## config.mk

```make
export PLATFORM = sky130hd
export DESIGN_NAME = partition_fit_allocator
export DESIGN_NICKNAME = d
export VERILOG_FILES = /design/src/sv/pfa_pkg.sv /design/src/sv/pfa_cell.sv /design/src/sv/partition_fit_allocator.sv
export SDC_FILE = /design/constraint.sdc
export NUM_CORES = 2
export LEC_CHECK = 0
export BUFFER_PORTS_ARGS = -buffer_cell sky130_fd_sc_hd__clkbuf_2
export CAP_MARGIN = 0
export CORE_UTILIZATION = 50
export CTS_BUF_LIST = sky130_fd_sc_hd__clkbuf_4
export DETAILED_ROUTE_END_ITERATION = 12
export GPL_TIMING_DRIVEN = 0
export PLACE_DENSITY = 0.67
export SYNTH_ARGS = -nofsm -noshare
export SYNTH_HDL_FRONTEND = slang
export SYNTH_HIERARCHICAL = 1
export SYNTH_SLANG_ARGS = --single-unit
```

## constraint.sdc

```tcl
create_clock -name clk -period 8.4 [get_ports clk]
set_input_delay 0.42 -clock clk [delete_from_list [all_inputs] [get_ports clk]]
set_output_delay 0.42 -clock clk [all_outputs]
set_load 0.03 [all_outputs]
```

## src/sv/pfa_pkg.sv

```systemverilog
`default_nettype none
package pfa_pkg;

  localparam int NUM_PARTS = 16;
  localparam int IDX_W = (NUM_PARTS > 1) ? $clog2(NUM_PARTS) : 1;
  localparam int BC_W = 5;
  localparam int KIND_W = 3;
  localparam int ID_W = 16;
  localparam int SIZE_W = 16;
  localparam int LIDX_W = 4;
  localparam int STAT_W = 3;
  localparam int OUT_IDX_W = 4;
  localparam int CMP_W = BC_W + IDX_W;

  localparam logic [BC_W-1:0] BLOCK_COUNT_RESET = BC_W'(16);

  localparam logic [KIND_W-1:0] KIND_LOAD = 3'd0;
  localparam logic [KIND_W-1:0] KIND_FIRST = 3'd1;
  localparam logic [KIND_W-1:0] KIND_BEST = 3'd2;
  localparam logic [KIND_W-1:0] KIND_WORST = 3'd3;
  localparam logic [KIND_W-1:0] KIND_RELEASE = 3'd4;

  localparam logic [STAT_W-1:0] ST_ALLOC = 3'd0;
  localparam logic [STAT_W-1:0] ST_FAIL = 3'd1;
  localparam logic [STAT_W-1:0] ST_RELEASED = 3'd2;
  localparam logic [STAT_W-1:0] ST_NOTFOUND = 3'd3;
  localparam logic [STAT_W-1:0] ST_LOADED = 3'd4;

  localparam logic [1:0] CMD_LOAD = 2'd0;
  localparam logic [1:0] CMD_ALLOC = 2'd1;
  localparam logic [1:0] CMD_RELEASE = 2'd2;

  typedef struct packed {
    logic valid;
    logic [KIND_W-1:0] kind;
    logic [ID_W-1:0] owner;
    logic [SIZE_W-1:0] need;
    logic found;
    logic [IDX_W-1:0] sel_idx;
    logic [SIZE_W-1:0] sel_size;
  } probe_t;

  typedef struct packed {
    logic we;
    logic [1:0] op;
    logic [IDX_W-1:0] idx;
    logic [SIZE_W-1:0] size;
    logic [ID_W-1:0] owner;
  } cmd_t;

endpackage
`default_nettype wire

```

## src/sv/pfa_cell.sv

```systemverilog
`default_nettype none
module pfa_cell
  import pfa_pkg::*;
(
  input  wire logic clk,
  input  wire logic rst,
  input  wire logic [IDX_W-1:0] cell_idx,
  input  wire logic [BC_W-1:0] block_count,
  input  wire probe_t probe_in,
  input  wire cmd_t cmd,
  output probe_t probe_out
);

  logic [SIZE_W-1:0] size;
  logic free;
  logic taken;
  logic [ID_W-1:0] owner;
  logic in_range;
  logic fit;
  logic take;
  probe_t probe_next;

  assign in_range = CMP_W'(cell_idx) < CMP_W'(block_count);
  assign fit = free && (size >= probe_in.need);

  always_comb begin
    case (probe_in.kind)
      KIND_FIRST:   take = fit && !probe_in.found;
      KIND_BEST:    take = fit && (!probe_in.found || size < probe_in.sel_size);
      KIND_WORST:   take = fit && (!probe_in.found || size > probe_in.sel_size);
      KIND_RELEASE: take = taken && (owner == probe_in.owner) && !probe_in.found;
      default:      take = 1'b0;
    endcase
    probe_next = probe_in;
    if (probe_in.valid && in_range && take) begin
      probe_next.found = 1'b1;
      probe_next.sel_idx = cell_idx;
      probe_next.sel_size = size;
    end
  end

  always_ff @(posedge clk) begin
    if (rst) begin
      probe_out.valid <= 1'b0;
    end else begin
      probe_out.valid <= probe_next.valid;
    end
    probe_out.kind <= probe_next.kind;
    probe_out.owner <= probe_next.owner;
    probe_out.need <= probe_next.need;
    probe_out.found <= probe_next.found;
    probe_out.sel_idx <= probe_next.sel_idx;
    probe_out.sel_size <= probe_next.sel_size;
  end

  always_ff @(posedge clk) begin
    if (rst) begin
      free <= 1'b0;
      taken <= 1'b0;
      owner <= '0;
    end else if (cmd.we && cmd.idx == cell_idx) begin
      case (cmd.op)
        CMD_LOAD: begin
          free <= 1'b1;
          taken <= 1'b0;
          owner <= '0;
        end
        CMD_ALLOC: begin
          free <= 1'b0;
          taken <= 1'b1;
          owner <= cmd.owner;
        end
        CMD_RELEASE: begin
          free <= 1'b1;
          taken <= 1'b0;
          owner <= '0;
        end
        default: begin
          free <= free;
        end
      endcase
    end
  end

  always_ff @(posedge clk) begin
    if (cmd.we && cmd.idx == cell_idx && cmd.op == CMD_LOAD) begin
      size <= cmd.size;
    end
  end

endmodule
`default_nettype wire

```

## src/sv/partition_fit_allocator.sv

```systemverilog
// Channel   Handshake          Payload
// config    cfg_we             cfg_wdata (block_count)
// request   start, busy        kind, owner_id, request_size, load_index
// result    done               status, chosen_index
//
// A load or an unknown kind is applied at the accepting edge and its result
// appears in the next cycle, with busy staying low.
// An allocate or release sends a probe down the row of 16 partition cells,
// one cell per cycle, and its result is registered once the probe leaves the last cell.
// busy is high while a probe is in the row; the result cycle can accept a new item.
// Reset clears every partition to unavailable and block_count to 16.
// The receiver cannot stall: each result holds for one cycle only.
`default_nettype none
module partition_fit_allocator
  import pfa_pkg::*;
(
  input  wire logic clk,
  input  wire logic rst,
  input  wire logic cfg_we,
  input  wire logic [BC_W-1:0] cfg_wdata,
  input  wire logic start,
  output logic busy,
  input  wire logic [KIND_W-1:0] kind,
  input  wire logic [ID_W-1:0] owner_id,
  input  wire logic [SIZE_W-1:0] request_size,
  input  wire logic [LIDX_W-1:0] load_index,
  output logic done,
  output logic [STAT_W-1:0] status,
  output logic [OUT_IDX_W-1:0] chosen_index
);

  typedef enum logic {S_IDLE, S_SCAN} state_t;

  state_t state;
  logic [BC_W-1:0] block_count;
  probe_t chain [0:NUM_PARTS];
  logic [NUM_PARTS:0] chain_valid;
  cmd_t cmd;
  logic accept;
  logic is_scan;
  logic load_ok;
  probe_t probe_head;
  probe_t probe_end;

  assign busy = (state == S_SCAN);
  assign accept = start && !busy;
  assign is_scan = (kind == KIND_FIRST) || (kind == KIND_BEST) ||
                   (kind == KIND_WORST) || (kind == KIND_RELEASE);
  assign load_ok = (kind == KIND_LOAD) && (int'(load_index) < NUM_PARTS);
  assign chain[0] = probe_head;
  assign probe_end = chain[NUM_PARTS];

  always_ff @(posedge clk) begin
    if (rst) begin
      block_count <= BLOCK_COUNT_RESET;
    end else if (cfg_we) begin
      block_count <= cfg_wdata;
    end
  end

  always_comb begin
    probe_head.valid = accept && is_scan;
    probe_head.kind = kind;
    probe_head.owner = owner_id;
    probe_head.need = request_size;
    probe_head.found = 1'b0;
    probe_head.sel_idx = '0;
    probe_head.sel_size = '0;
  end

  always_comb begin
    cmd.we = 1'b0;
    cmd.op = CMD_LOAD;
    cmd.idx = IDX_W'(load_index);
    cmd.size = request_size;
    cmd.owner = owner_id;
    if (probe_end.valid && probe_end.found) begin
      cmd.we = 1'b1;
      cmd.op = (probe_end.kind == KIND_RELEASE) ? CMD_RELEASE : CMD_ALLOC;
      cmd.idx = probe_end.sel_idx;
      cmd.owner = probe_end.owner;
    end else if (accept && load_ok) begin
      cmd.we = 1'b1;
    end
  end

  for (genvar i = 0; i < NUM_PARTS; i++) begin : g_cell
    pfa_cell u_cell (
      .clk        (clk),
      .rst        (rst),
      .cell_idx   (IDX_W'(i)),
      .block_count(block_count),
      .probe_in   (chain[i]),
      .cmd        (cmd),
      .probe_out  (chain[i+1])
    );
  end

  for (genvar i = 0; i <= NUM_PARTS; i++) begin : g_vld
    assign chain_valid[i] = chain[i].valid;
  end

  always_ff @(posedge clk) begin
    if (rst) begin
      state <= S_IDLE;
      done <= 1'b0;
      status <= ST_FAIL;
      chosen_index <= '0;
    end else begin
      done <= 1'b0;
      case (state)
        S_IDLE: begin
          if (accept) begin
            if (is_scan) begin
              state <= S_SCAN;
            end else begin
              done <= 1'b1;
              status <= load_ok ? ST_LOADED : ST_FAIL;
              chosen_index <= load_ok ? OUT_IDX_W'(load_index) : '0;
            end
          end
        end
        S_SCAN: begin
          if (probe_end.valid) begin
            state <= S_IDLE;
            done <= 1'b1;
            chosen_index <= probe_end.found ? OUT_IDX_W'(probe_end.sel_idx) : '0;
            if (probe_end.kind == KIND_RELEASE) begin
              status <= probe_end.found ? ST_RELEASED : ST_NOTFOUND;
            end else begin
              status <= probe_end.found ? ST_ALLOC : ST_FAIL;
            end
          end
        end
        default: begin
          state <= S_IDLE;
        end
      endcase
    end
  end

  a_one_probe: assert property (@(posedge clk) disable iff (rst)
    $countones(chain_valid[NUM_PARTS:1]) <= 1)
    else $error("More than one probe in the cell row.");

  a_probe_in_scan: assert property (@(posedge clk) disable iff (rst)
    |chain_valid[NUM_PARTS:1] |-> state == S_SCAN)
    else $error("Probe in the cell row while idle.");

  a_transfer_progress: assert property (@(posedge clk) disable iff (rst)
    start && !busy |=> done || busy)
    else $error("Accepted transfer produced neither a result nor a scan.");

  a_done_status: assert property (@(posedge clk) disable iff (rst)
    done && (status == ST_FAIL || status == ST_NOTFOUND) |-> chosen_index == '0)
    else $error("Nonzero index on a failed result.");

endmodule
`default_nettype wire
```

==> flow_metrics.py <==
metrics = {
    "global_routing": {
        "antenna_found_initial": 5,
        "grt_pass1_wl_um": 216200,
        "grt_max_degree": 33,
        "grt.overflow.total": 0,
        "grt_pass1_vias": 40541,
        "grt_util_all_layers": 0.2367,
    },
    "worst_setup_path": {
        "cp-end-kind": "register",
        "required_ps": 9470,
        "critPathKind": "register to register",
        "crit_fanout": 16,
        "crit_arrival_ps": 5520,
        "start_kind": "register",
    },
    "detailed_routing": {
        "routed_wl_um": 140800,
        "drt-pass1-iter-count": 6,
        "post_drt_wl_per_cell_um": 18.34,
        "final_antenna_net_count": 0,
        "routed_via_density": 5.149,
        "drtIter0Drc": 2363,
        "post-route-drc-count": 0,
        "vias": 39518,
    },
    "sta": {
        "hold_violations": 0,
        "clock_skew_ps": 90.96,
        "slew_headroom": 0.08755,
        "setup_ws_ps": 3949,
        "fin_setup_tns_ps": 0,
        "setup_viol": 0,
        "worst_slew_pin_slew_ps": 1334,
        "min_period_ps": 4451,
        "clock.fmax_ghz": 0.2246,
        "fin_crit_sh": 0.5299,
        "rsz0062_at_grt": "no",
        "slew_violations": 0,
    },
    "synth": {
        "syn_inst": 5144,
        "syn_avg_cell_area_um2": 11.38,
        "synth_area_um2": 58560,
        "yosysWarnings": 6,
    },
    "floorplan": {
        "core_area_um2": 116200,
        "die_h_um": 344.2,
        "start_util": 0.5040,
        "die_w_um": 344.2,
        "rows": 125,
        "io_pins": 57,
        "fp.dieArea_um2": 118500,
    },
    "clock_tree": {
        "post_cts_buffers": 0,
        "clockBufferDepth": 4,
        "cts_max_level": 5,
        "root_buffer": "clkbuf_4",
        "cts_made_buffers": 361,
        "cts.sinks": 1438,
        "insertion_delay_ps": 1200,
        "clk_pin_slew_worst_paths_ps": 60,
        "cts_tree": "yes",
    },
    "power_and_ir_drop": {
        "leakage_nw": 29.59,
        "total_power_mw": 13.88,
        "p_per_area_nw_per_um2": 206.5,
        "vdd_drop_max_mv": 0.1651,
    },
    "layout": {
        "drive_gt1_frac": 0.1733,
        "area_delta_synth_final_pct": 14.75,
        "nets": 6492,
    },
    "outcome": {
        "status": "complete, no violations",
    },
    "run": {
        "maxCapViolations": 0,
    },
    "placement": {
        "hpwl_um": 103900,
        "place_congestion": 0.8623,
        "io_buffers": 55,
        "place_ws_ps": 4125,
    },
    "worst_hold_path": {
        "hold_class": "input port to register",
    },
}
-- critical path: stages, from the launching register on --
cell	delay [ps]
dfxtp_1	370
nand2_1	190
buf_1	630
mux2_2	880
xor2_1	130
nor3_1	210
nand3_1	240
nor2_1	190
and2_1	140
clkbuf_1	470
clkbuf_1	570
a22oi_1	190
nor2_1	150
-- registers in the layout, summed over array words and instances, names as in the netlist --
register / cells
g_cell.u_cell/probe_out: 880
g_cell.u_cell/owner: 256
g_cell.u_cell/size: 256
g_cell.u_cell/free: 16
g_cell.u_cell/taken: 16
block_count: 5
chosen_index: 4
status: 3
busy: 1
done: 1
-- cell type report --
| type | count | area (µm²) |
|---|---|---|
| fill | 9817 | 49000 |
| antenna | 11 | 27.53 |
| sequential | 1438 | 31350 |
| clock inverter | 101 | 591.8 |
| multi-input combinational | 3236 | 25310 |
| tap | 1524 | 1907 |
| buffer | 117 | 680.7 |
| clock buffer | 518 | 3889 |
| inverter | 582 | 2185 |
| timing repair buffer | 148 | 1262 |
-- repair_timing --
item | in CTS | in global routing
hold buffers | 71 | 0
endpoints found under the hold margin | 300 | 0
endpoints found under the setup margin | 0 | 0
resized for setup | 0 | 0
-- metal layers --
layer,vias to the layer above,GRT usage,routed length (µm)
li1,19515,-,-
met1,18612,0.2751,57940
met2,1055,0.4073,68600
met3,334,0.05401,8235
met4,2,0.1210,5991
met5,-,0,13
-- layout by cell type, fill, tap and decap left out, drive strengths merged, types with 16 or more instances in the layout --
cell type and instances:
xor2 239, dlygate4sd3 71, a21oi 188, nor4 65, nor3 95, a221o 17, o21ai 70, xnor2 81
inv 586, mux2 341, nor2b 64, nand2b 20, ha 560, edfxtp 256, buf 57, a22oi 256
a21o 62, nand3 110, nand4 111, clkbuf 655, dfxtp 1182, nor2 383, conb 231, and2 32
o21a 16, a21boi 30, a2bb2oi 16, clkinv 89, nand2 77, a2111oi 30
-- metrics by stage --
stage,hold slack (ps),std cells,utilization,area [µm²]
after detailed placement,336.7,6974,0.5334,61980
after CTS,59.63,7664,0.5781,67170
after global placement,336.2,6952,0.5301,61600
final,213.2,7675,0.5783,67200
after floorplan,330.8,5373,-,59420
after global routing,109.6,7669,0.5782,67190
-- report_power, final --
group | switching [mW] | internal [mW] | total [mW] | leakage [nW]
registers | 0.159 | 7.24 | 7.40 | 12.2
clock network | 2.63 | 3.04 | 5.67 | 2.68
logic | 0.468 | 0.340 | 0.808 | 14.8
-- path summary, 6_finish.rpt --
check / start / end / slack, ps / depth (start not counted)
max reg2reg: g_cell[15].u_cell/probe_out[20] / g_cell[15].u_cell/owner[12] / 3950 / 12
min: rst / status[2] / 210 / 2
min reg2reg: g_cell[10].u_cell/probe_out[41] / g_cell[11].u_cell/probe_out[41] / 310 / 0
max: g_cell[15].u_cell/probe_out[20] / g_cell[15].u_cell/owner[12] / 3950 / 12
Note: power is estimated with default switching activity, not from simulation.
